**config.mk**
```make
export PLATFORM = sky130hd
export DESIGN_NAME = ugpb_ram
export DESIGN_NICKNAME = d
export VERILOG_FILES = /design/src/design/ugpb_ram.sv
export SDC_FILE = /design/constraint.sdc
export NUM_CORES = 2
export LEC_CHECK = 0
export BUFFER_PORTS_ARGS = -buffer_cell sky130_fd_sc_hd__buf_2
export CAP_MARGIN = 20
export CORE_ASPECT_RATIO = 1.75
export CORE_MARGIN = 5
export CORE_UTILIZATION = 60
export CTS_CLUSTER_DIAMETER = 60
export DETAILED_ROUTE_END_ITERATION = 10
export PLACE_DENSITY = 0.76
export REMOVE_ABC_BUFFERS = 1
export SETUP_SLACK_MARGIN = 0.15
export SKIP_CTS_REPAIR_TIMING = 1
export SLEW_MARGIN = 10
export SYNTH_ARGS = -nofsm -noshare
export SYNTH_HDL_FRONTEND = slang
export SYNTH_SLANG_ARGS = --single-unit
```
**constraint.sdc**
```tcl
create_clock -name clk -period 3.5 [get_ports clk]
set_input_delay 0.7 -clock clk [delete_from_list [all_inputs] [get_ports clk]]
set_output_delay 0.7 -clock clk [all_outputs]
set_load 0.05 [all_outputs]
```
**src/design/ugpb_ram.sv**
```systemverilog
// single write port, single read port memory with registered read
module ugpb_ram #(
  parameter int DEPTH = 256,
  parameter int AW    = 8,
  parameter int DW    = 16
) (
  input  logic          clk,
  input  logic          we,
  input  logic [AW-1:0] waddr,
  input  logic [DW-1:0] wdata,
  input  logic          re,
  input  logic [AW-1:0] raddr,
  output logic [DW-1:0] rdata
);

  logic [DW-1:0] mem [DEPTH];

  always_ff @(posedge clk) begin
    if (we) begin
      mem[waddr] <= wdata;
    end
    if (re) begin
      rdata <= mem[raddr];
    end
  end

endmodule

```
==> results.py <==
metrics = {
    "timing": {
        "worst_pin_slew_ns": 1.437,
        "worst_slew_margin_rel_pct": 4.199,
        "final_period_minus_worst_setup_slack_ns": 3.251,
        "final_setup_fails": 0,
        "fmaxAchievable_mhz": 307.6,
        "skew_ns": 0.03469,
        "rsz0062_at_grt": "false",
        "finalCritPeriodShare_pct": 92.89,
        "final_max_tran_viols": 0,
        "timing_hold_violations_final": 0,
    },
    "detailed_routing": {
        "antenna_violating_nets_post_route": 0,
        "drt_iter0_drc": 11030,
        "drt_wl_total_um": 425000,
        "via_count": 81170,
        "drt_drc": 0,
        "post_drt_via_cell_ratio": 6.807,
        "detail_route.first_pass.iterations": 6,
        "detail_route.wl_per_cell_um": 35.64,
    },
    "clock_tree": {
        "clock-sinks": 4112,
        "cts.path.max_buffers": 4,
        "clk-insertion-delay-late_ns": 0.91,
        "cts_buffers": 340,
        "clk_root_buffer_cell": "clkbuf_16",
        "count_of_h_tree_levels_built_during_cts": 5,
        "tritoncts_clock_tree": "done",
        "worst_setup_hold_path_clk_slew_ns": 0.07,
    },
    "worst_setup_path": {
        "instance_count_on_the_critical_path": 11,
        "worst_setup_path_end_kind": "register",
        "critical_path.n_buffers_inverters": 5,
        "worstPathRequired_ns": 4.20,
        "cpMostUsedCell": "buf_12",
        "series_of_cell_instances_along_the_critical_path": "buf_12 -> buf_4 -> buf_12 -> buf_12 -> buf_12 -> mux2i_1 -> o22ai_1 -> mux2i_1 -> a22oi_1 -> nand4_1 -> nor4_1",
        "crit_path_max_incr_delay_ns": 0.53,
        "critical_path_start_end_classification": "input pin to register",
        "worstSetupStartpointType": "input pin",
        "r2r.worst_path.cells": 5,
        "critPathArrivalTime_ns": 3.95,
        "crit_fanout": 64,
        "cp_top_family": "buffers and inverters",
        "crit_slowest_cell": "o22ai_1",
    },
    "status": {
        "status": "complete, no violations",
    },
    "run": {
        "max_cap_violations": 0,
    },
    "pwr": {
        "ratio_of_total_power_to_cell_area_mw_per_mm2": 544.1,
        "power.total_mw": 97.67,
        "irDropWorstVdd_uv": 481.3,
        "static-leakage-power_nw": 57.75,
    },
    "grt": {
        "globalRouteOverflowTotal": 0,
        "vias_in_the_first_global_route": 82630,
        "grt_antenna_before_repair": 15,
        "grt_start_max_net_pins": 132,
        "first_pass_grt_wire_length_um": 605800,
        "grtUsageTotal_pct": 31.07,
    },
    "layout": {
        "fillerInstances": 15810,
        "ff_latch_area_sq_mm": 0.1235,
        "final_nets": 8166,
        "drive_gt1_share_pct": 26.99,
        "final_non_filler_cell_total": 11920,
        "multiInputGateArea_sq_mm": 0.03280,
        "layout-area-overhead-vs-synth_pct": 12.99,
    },
    "worst_hold_path": {
        "worstHoldPathType": "input pin to register",
        "hold_path_depth": 1,
    },
    "floorplanning": {
        "die_area_sq_mm": 0.2756,
        "fp-row-count": 250,
        "start_util_pct": 60.11,
        "chipWidth_um": 399.0,
        "area_of_the_core_sq_mm": 0.2643,
        "top_level_port_count": 51,
        "die_h_um": 690.7,
    },
    "synthesis": {
        "ys_ff_latch": 4112,
        "synth_cell_types": 51,
        "synth-warning-count": 0,
        "seq_area_frac_synth_pct": 77.72,
        "netlist_instances": 7360,
        "synthFlopType": "edfxtp_1",
        "synth_edf_count": 4112,
        "syn_area_per_cell_sq_um": 21.59,
        "combined_area_of_all_synthesized_cells_sq_mm": 0.1589,
        "asyncSetResetFlopFracSynth_pct": 0,
    },
    "placement": {
        "gpl.final_weighted_congestion": 0.9172,
        "final_hpwl_dp_um": 266300,
        "port_buffers": 50,
        "placed_cells_incl_taps": 11320,
    },
}
## cells in the final DEF, fill, tap and decap left out, drive strengths merged, types with 13 or more instances in the layout
cell type     n
o32ai        21
buf         876
edfxtp     4112
o31ai        16
mux2i       565
o21ai        38
a221oi       28
nor2        304
nor3         92
clkbuf      409
a22oi        43
nand2        38
a22o         32
nand3        35
o221ai      253
a211oi       18
clkinv      137
bufinv       34
a21oi       175
mux2         88
inv          13
mux4        797
nor4         18
nand4        26
o22ai       148
## metal layers
layer	vias to the layer above	GRT usage, %	routed length (um)
li1	32740	-	-
met3	1081	4.477	37840
met5	-	0	40
met1	42240	38.41	136500
met4	6	20.56	36200
met2	5104	51.61	214400
## area by class of cell
class                           instances  area share (%)
Sequential cell                      4112           68.79
Multi-Input combinational cell       2792           18.27
Clock buffer                          404           5.028
Timing Repair Buffer                  881           4.407
Tap cell                             3528           2.459
Clock inverter                        191           1.013
Antenna cell                           12         0.01673
Inverter                                4         0.01533
## synth_stat cells, drive strengths merged, types with 18 or more instances
| cell | number | area share (%) |
|---|---|---|
| mux2i | 565 | 3.6 |
| a22oi | 43 | 0.20 |
| a221oi | 28 | 0.15 |
| nand3 | 35 | 0.11 |
| a211oi | 18 | 0.085 |
| mux4 | 797 | 11 |
| a22o | 32 | 0.18 |
| mux2 | 88 | 0.62 |
| nor2 | 304 | 0.72 |
| nor3 | 92 | 0.29 |
| o32ai | 21 | 0.12 |
| a21oi | 175 | 0.55 |
| nor4 | 18 | 0.075 |
| buf | 222 | 1.1 |
| edfxtp | 4112 | 78 |
| nand4 | 26 | 0.10 |
| o21ai | 38 | 0.12 |
| nand2 | 38 | 0.090 |
| o221ai | 253 | 1.4 |
| clkbuf | 230 | 0.54 |
| o22ai | 148 | 0.58 |
## report_power, final
| part | leakage (nW) | switching [mW] | internal [mW] | total [mW] |
|---|---|---|---|---|
| logic | 15.5 | 3.47 | 2.02 | 5.49 |
| clock network | 5.30 | 16.9 | 20.9 | 37.8 |
| registers | 37.0 | 0.0836 | 54.3 | 54.4 |
## flip-flops by register name (all words and copies together) (netlist names)
signal and flops:
rdata 16, mem 4096
## final timing paths
check         startpoint     endpoint  slack, ns
max reg2reg   mem[26][3]     rdata[3]       0.49
min reg2reg  mem[194][6]     rdata[6]       1.17
min             wdata[0]  mem[135][0]       0.19
max             raddr[0]     rdata[2]       0.25
## through the flow
step | worst slack [ns] | utilization [%] | hold slack, ns | area, sq um | TNS (ns)
3_3_place_gp | -1.017 | 63.79 | 1.118 | 168600 | -7.236
3_5_place_dp | -0.7655 | 63.80 | 1.119 | 168600 | -7.580
5_1_grt | 0.1758 | 67.90 | 0.1839 | 179500 | 0
6_report | 0.2489 | 67.91 | 0.1918 | 179500 | 0
2_1_floorplan | -3.834 | - | 0.7989 | 156200 | -59.36
4_1_cts | 0.1863 | 67.90 | 0.1462 | 179500 | 0
## logic make-up after synthesis
family	share of synthesized area [%]
AOI/OAI and AO/OA	3.534
muxes	15.48
DFF	77.72
and+or+nand+nor	1.573
buffers and inverters	1.692
Note: power is estimated with default switching activity, not from simulation.
