## src/design/ugpb_pkg.sv

```systemverilog
// shared constants for the uniform grid point binning block
package ugpb_pkg;

  localparam int MAX_POINTS_DEF  = 64;
  localparam int MAX_COLUMNS_DEF = 16;
  localparam int MAX_ROWS_DEF    = 16;

  localparam int IDX_W     = 6;
  localparam int COORD_W   = 16;
  localparam int SIZE_W    = 12;
  localparam int COUNT_W   = 5;
  localparam int CFG_W     = 16;
  localparam int CFG_IDX_W = 3;
  localparam int TAG_W     = 4;

  localparam logic [CFG_IDX_W-1:0] REG_ORIGIN_X  = 3'd0;
  localparam logic [CFG_IDX_W-1:0] REG_ORIGIN_Y  = 3'd1;
  localparam logic [CFG_IDX_W-1:0] REG_CELL_SIZE = 3'd2;
  localparam logic [CFG_IDX_W-1:0] REG_COLUMNS   = 3'd3;
  localparam logic [CFG_IDX_W-1:0] REG_ROWS      = 3'd4;

  localparam logic FUNC_INSERT = 1'b0;
  localparam logic FUNC_QUERY  = 1'b1;

endpackage

```

## src/design/ugpb_div.sv

```systemverilog
// restoring divider, one quotient bit per cycle
module ugpb_div (
  input  logic                          clk,
  input  logic                          rst,
  input  logic                          start,
  input  logic [ugpb_pkg::COORD_W-1:0]  dividend,
  input  logic [ugpb_pkg::SIZE_W-1:0]   divisor,
  output logic                          done,
  output logic [ugpb_pkg::COORD_W-1:0]  quotient
);

  localparam int CW = $clog2(ugpb_pkg::COORD_W + 1);

  logic                         busy;
  logic [CW-1:0]                cnt;
  logic [ugpb_pkg::SIZE_W-1:0]  rem;
  logic [ugpb_pkg::SIZE_W:0]    sh;
  logic [ugpb_pkg::SIZE_W:0]    diff;
  logic                         ge;

  assign sh   = {rem, quotient[ugpb_pkg::COORD_W-1]};
  assign ge   = sh >= {1'b0, divisor};
  assign diff = sh - {1'b0, divisor};

  always_ff @(posedge clk) begin
    if (rst) begin
      busy <= 1'b0;
      done <= 1'b0;
      cnt  <= '0;
    end else begin
      done <= 1'b0;
      if (start) begin
        busy <= 1'b1;
        cnt  <= '0;
      end else if (busy) begin
        cnt <= cnt + 1'b1;
        if (cnt == CW'(ugpb_pkg::COORD_W - 1)) begin
          busy <= 1'b0;
          done <= 1'b1;
        end
      end
    end
  end

  always_ff @(posedge clk) begin
    if (start) begin
      rem      <= '0;
      quotient <= dividend;
    end else if (busy) begin
      rem      <= ge ? diff[ugpb_pkg::SIZE_W-1:0] : sh[ugpb_pkg::SIZE_W-1:0];
      quotient <= {quotient[ugpb_pkg::COORD_W-2:0], ge};
    end
  end

endmodule

```

## config.mk

```make
export PLATFORM = sky130hd
export DESIGN_NAME = ugpb_div
export DESIGN_NICKNAME = d
export VERILOG_FILES = /design/src/design/ugpb_pkg.sv /design/src/design/ugpb_div.sv
export SDC_FILE = /design/constraint.sdc
export NUM_CORES = 1
export LEC_CHECK = 0
export BUFFER_PORTS_ARGS = -buffer_cell sky130_fd_sc_hd__buf_2
export CORE_MARGIN = 8
export CORE_UTILIZATION = 58
export CTS_CLUSTER_DIAMETER = 30
export DETAILED_ROUTE_END_ITERATION = 8
export PLACE_DENSITY = 0.85
export SYNTH_ARGS = -nofsm -noshare
export SYNTH_HDL_FRONTEND = slang
export SYNTH_SLANG_ARGS = --single-unit
```

## constraint.sdc

```tcl
create_clock -name clk -period 6.65 [get_ports clk]
set_input_delay 0.665 -clock clk [delete_from_list [all_inputs] [get_ports clk]]
set_output_delay 0.665 -clock clk [all_outputs]
set_load 0.1 [all_outputs]
```

==> impl_metrics.toml, run 1 <==
[logic_synthesis]
netlist_area_mm2 = 0.00213
ys_warn_count = 0
avgSynthCellArea_um2 = 9.85
synth-seq-area-share_pct = 40.5
synth_ff_type = "dfxtp_1"
synth.top_cell.area_share_pct = 22.6
synth_area_leader_cell = "edfxtp_1"
synth_cell_type_count = 45
ys_async_sr_fraction_pct = 0
syn_inst = 216
synthTopCellsByArea = "edfxtp_1 (23%), dfxtp_1 (18%), mux2_2 (8.5%)"
yosys_register_bits = 35
synth_commonest_cells = "nor2_1 (22), dfxtp_1 (19), nand2_1 (19)"
synth.most_common_cell = "nor2_1"
syn-num-nets = 262
synth_edf_count = 16

[grt]
grt.met3_usage_pct = 5.78
use_met1_pct = 18.8
use_met2_pct = 25.7
busiest_layer = "met2"
grt_usage_pct = 15.8
grt_pass1_vias = 1690
grt_first_pass_wirelength_um = 7710
grt-ovfl-total = 0
grt_max_degree = 35
grt_antenna_before_repair = 0

[cells_and_area]
antennaDiodeCount = 0
final_nets = 307
drive_gt1_share_pct = 29.8
area_growth_pct = 15.7

[die]
coreArea_mm2 = 0.00361
ios = 48
dieArea_mm2 = 0.00586
die_y_um = 76.6
start_util_pct = 59.0
rows = 22
die_x_um = 76.6

[setup_path]
cp_max_fo = 11
cp_num_buf_inv = 2
slowest_delay_ns = 0.42
crit_type = "in -> reg"
cp_cell_sequence = "buf_2 > inv_1 > ha_1 > a21o_1 > a221o_1 > a41oi_2 > and2_1 > nand2_1 > a311oi_2"
end_kind = "flop"
worstPathArrival_ns = 2.81
crit_path_start_kind = "input port"
cp_top_family = "compound AO/OA/AOI/OAI gates"
worstPathRequired_ns = 6.84
worst_path_max_delay_cell = "and2_1"

[cts]
clk_pin_slew_worst_paths_ns = 0.06
clock-root-buffer = "clkbuf_8"
cts.sinks = 35
clockBufferDepth = 2
worst_skew_pair.late_latency_ns = 0.28
htreeDepth = 2
ctsResizeCount = 0
cts.hold.buffers_added = 0
cts_setup_buffers = 0
cts_tree = "built"
cts_made_buffers = 5

[drt]
drtIter0Drc = 92
vias_per_cell = 5.68
drc_errors = 0
drt_first_pass_iters = 5
routed-via-count = 1761
wirelength_um = 4580
postRouteAntennaNets = 0
wl_per_cell_um = 14.8

[timing]
fmax_ghz = 0.381
clock_skew_ns = 0.00436
relSlewSlack_pct = 22.3
rsz0062_at_grt = "false"
slew_viol_final = 0
tns_ns = 0
hold_viol_final = 0
fin_crit_ns = 2.63
hold-worst-slack_ns = 0.492
setup_viol = 0
worst_pin_slew_ns = 1.16
fin_crit_sh_pct = 39.5

[power_and_ir_drop]
peakVddDrop_mv = 0.107
powerDensity_mw_per_mm2 = 252
p_leak_nw = 1.08

[run_status]
status = "completed"

[flow_run]
cap_violations = 0

[place]
gp_congestion = 0.884
portBuffers = 47
hpwl_um = 3530

[min_path]
hold_path.class = "reg -> reg"
report_power, final:
group          total, mW  switching (mW)  internal [mW]
combinational      0.215           0.149         0.0658
sequential         0.264          0.0167          0.247
clock              0.142          0.0680         0.0743
total              0.621           0.234          0.387
cells in the final DEF (no fill, tap or decap), drive strengths merged, types with 2 or more instances in the layout:
| cell | instances |
|---|---|
| buf | 47 |
| nor2 | 22 |
| nand2 | 19 |
| dfxtp | 19 |
| mux2 | 16 |
| edfxtp | 16 |
| inv | 15 |
| ha | 14 |
| a21oi | 10 |
| clkbuf | 8 |
| o21ai | 7 |
| a311oi | 7 |
| xor2 | 5 |
| xnor2 | 5 |
| a21o | 4 |
| nand3 | 4 |
| a211oi | 3 |
| or2 | 3 |
| nor3b | 3 |
| or3 | 3 |
| a41oi | 3 |
| and2 | 2 |
| nand4 | 2 |
| nor2b | 2 |
| a31oi | 2 |
| o41ai | 2 |
| o21a | 2 |
| mux2i | 2 |
| a31o | 2 |
sequential cells by signal (all words and copies together), names as in the netlist:
name and cells:
cnt 5, busy 1, quotient 16, rem 12, done 1
area by class of cell:
cell class	instances	area, um^2
clock buffers	8	80.1
flip-flops and latches	35	861
inverters	15	56.3
fillers	285	1140
well taps	48	60.1
multi-input cells	157	1170
repair buffers	47	235
path summary, 6_finish.rpt:
kind / start / to / slack (ns) / cells after the start
worst max-delay path: divisor[6] / rem[4] / 4.02 / 9
worst min-delay path: cnt[4] / cnt[4] / 0.49 / 2
worst max register to register: rem[5] / rem[4] / 4.19 / 7
worst min register to register: cnt[4] / cnt[4] / 0.49 / 2
worst min-delay path: cells and delay by family (launching register included):
kind               cells  cell delay (ns)
DFF                    1             0.31
AOI/OAI and AO/OA      1             0.05
and+or+nand+nor        1             0.08
layer usage:
layer / part of all wire [%] / vias up
met5: 0 / -
met4: 1.5 / 0
met3: 7.3 / 6
met2: 46 / 58
met1: 45 / 820
li1: - / 877
kinds of logic (layout without fill, tap and decap cells):
logic type	after synthesis	count (layout)	synth area share (%)
adders and majority gates	15	15	9.18
DFF	35	35	40.5
and+or+nand+nor	64	64	14.0
buffers and inverters	24	70	4.59
xor gates and xnor gates	10	10	4.12
AOI/OAI and AO/OA	50	50	18.2
muxes	18	18	9.41
per-stage QoR:
stage          util [%]  instances  power [mW]  area [um^2]  setup slack (ns)
6_report           68.3        310       0.621         2460              4.02
5_1_grt            68.3        310       0.654         2460              3.93
4_1_cts            68.3        310       0.625         2460              4.07
3_5_place_dp       66.0        302       0.483         2380              3.79
3_3_place_gp       66.0        302       0.478         2380              3.89
2_1_floorplan         -        216       0.444         2130              3.94
Note: power is estimated with default switching activity, not from simulation.
==> run 2, diff against run 1 <==
CORE_UTILIZATION = 49   (was 58)
PLACE_DENSITY = 0.76   (was 0.85)
clock period = 2.2 ns   (was 6.65 ns; I/O delays follow)
==> run 2 against run 1 <==
Sequential power rose to 3.0 times the previous value; via count up 1.9%; largest cell class unchanged; hold slack worse by 0.39 ns; first-iteration DRC count up 17%; largest power group unchanged; non-clock buffer count up 12; register-to-register slack worse by 4.1 ns; wire length up 7.0%; critical path depth down 1; critical path type is now reg -> reg.
==> impl_metrics.toml, run 2 (synthesis results as in run 1) <==
[run_status]
status = "completed"

[place]
dp_slack_ns = 0.0565
gp_congestion = 0.858
hpwl_um = 3690
portBuffers = 47

[die]
rows = 24
ios = 48
start_util_pct = 49.9
coreArea_mm2 = 0.00426
die_x_um = 81.9
dieArea_mm2 = 0.00671
die_y_um = 81.9

[min_path]
hold_path.class = "in -> reg"
whs_path_depth = 2

[timing]
timing.final.ws_setup_ns = 0.106
tns_ns = 0
fin_crit_ns = 2.09
fin_crit_sh_pct = 95.2
relSlewSlack_pct = 59.3
worst_pin_slew_ns = 0.610
fmax_ghz = 0.478
hold-worst-slack_ns = 0.0988
rsz0062_at_grt = "true"
hold_viol_final = 0
setup_viol = 0
slew_viol_final = 0
clock_skew_ns = 0.00934

[power_and_ir_drop]
finalPower_mw = 2.23
p_switching_mw = 0.769
clockPowerShare_pct = 30.8
powerDensity_mw_per_mm2 = 814
power_switching_share_pct = 34.5
p_seq_share_pct = 35.6
p_leak_nw = 1.18
p_comb_share_pct = 33.6
peakVddDrop_mv = 0.341
internal_power_mw = 1.46

[cts]
htreeDepth = 2
clock-root-buffer = "clkbuf_8"
cts_tree = "built"
ctsResizeCount = 0
worst_skew_pair.late_latency_ns = 0.29
cts.sinks = 35
clockBufferDepth = 2
cts.hold.buffers_added = 0
cts_made_buffers = 5
clk_pin_slew_worst_paths_ns = 0.08
cts_setup_buffers = 0

[drt]
dr.max_layer_used = "met4"
routed-via-count = 1794
wl_met3_um = 334
wl_met1_um = 2230
drtIter0Drc = 108
wl_per_cell_um = 15.0
vias_per_cell = 5.50
drt_first_pass_iters = 4
drc_errors = 0
wl_met2_um = 2280
postRouteAntennaNets = 0
wirelength_um = 4900

[setup_path]
ff2ff_path_depth = 8
end_kind = "flop"
crit_type = "reg -> reg"
worstPathRequired_ns = 2.37
cp_max_fo = 5
crit_path_start_kind = "flop"
worstPathArrival_ns = 2.26

[cells_and_area]
top_register = "quotient"
final_cell_mix = "buf_2 (47), nor2_1 (22), mux2_2 (16), edfxtp_1 (16), dfxtp_1 (15)"
drive_gt1_share_pct = 42.0
antennaDiodeCount = 0
final_common_cell = "buf_2"
largestRegisters = "quotient x16, rem x12, cnt x5"
regArea_um2 = 866
multiInputGateArea_mm2 = 0.00128
nFillCells = 356
area_growth_pct = 28.6
largest_reg_flops = 16
final_nets = 319

[grt]
grt_max_degree = 30
grt_usage_pct = 14.5
grt_pass1_vias = 1672
grt_first_pass_wirelength_um = 7620
grt-ovfl-total = 0
grt_antenna_before_repair = 0

[flow_run]
cap_violations = 0
## run 2: power groups by stage
stage	Sequential, mW	Clock, mW	Combinational [mW]
2_1_floorplan	1.03	0	0.334
3_3_place_gp	0.799	0	0.709
3_5_place_dp	0.802	0	0.718
4_1_cts	0.787	0.696	0.722
5_1_grt	0.799	0.729	0.805
6_report	0.792	0.687	0.748
## run 2: path summary, 6_finish.rpt
check | start | end | slack [ns]
min reg2reg | cnt[4] | cnt[4] | 0.50
max | rem[10] | rem[8] | 0.11
min | rst | busy | 0.1
max reg2reg | rem[10] | rem[8] | 0.11
## run 2: worst max-delay path, cell delays in order, from the launching register on
cell	delay [ns]
dfxtp_1	0.33
ha_1	0.37
nand4b_1	0.19
a211oi_2	0.32
o31ai_4	0.16
and2_4	0.17
buf_4	0.15
a41oi_1	0.19
o21ai_1	0.09
## run 2: layer usage
| metal | track usage (%) | up-vias |
|---|---|---|
| li1 | - | 902 |
| met1 | 19.4 | 840 |
| met2 | 22.3 | 46 |
| met3 | 3.50 | 6 |
| met4 | 4.74 | 0 |
| met5 | 0 | - |
## run 2: area by class of cell
type / count / area share (%)
multi-input cells: 157 / 46.8
flip-flops and latches: 35 / 31.6
repair buffers: 59 / 12.2
clock buffers: 5 / 2.51
clock inverters: 3 / 2.47
well taps: 52 / 2.38
inverters: 15 / 2.06
## run 2: metrics by stage
step | instance area [um^2] | instances | utilization (%)
floorplan | 2170 | 216 | -
global placement | 2520 | 318 | 59.1
detailed placement | 2520 | 318 | 59.1
CTS | 2660 | 326 | 62.3
global route | 2740 | 326 | 64.2
finish | 2740 | 326 | 64.2
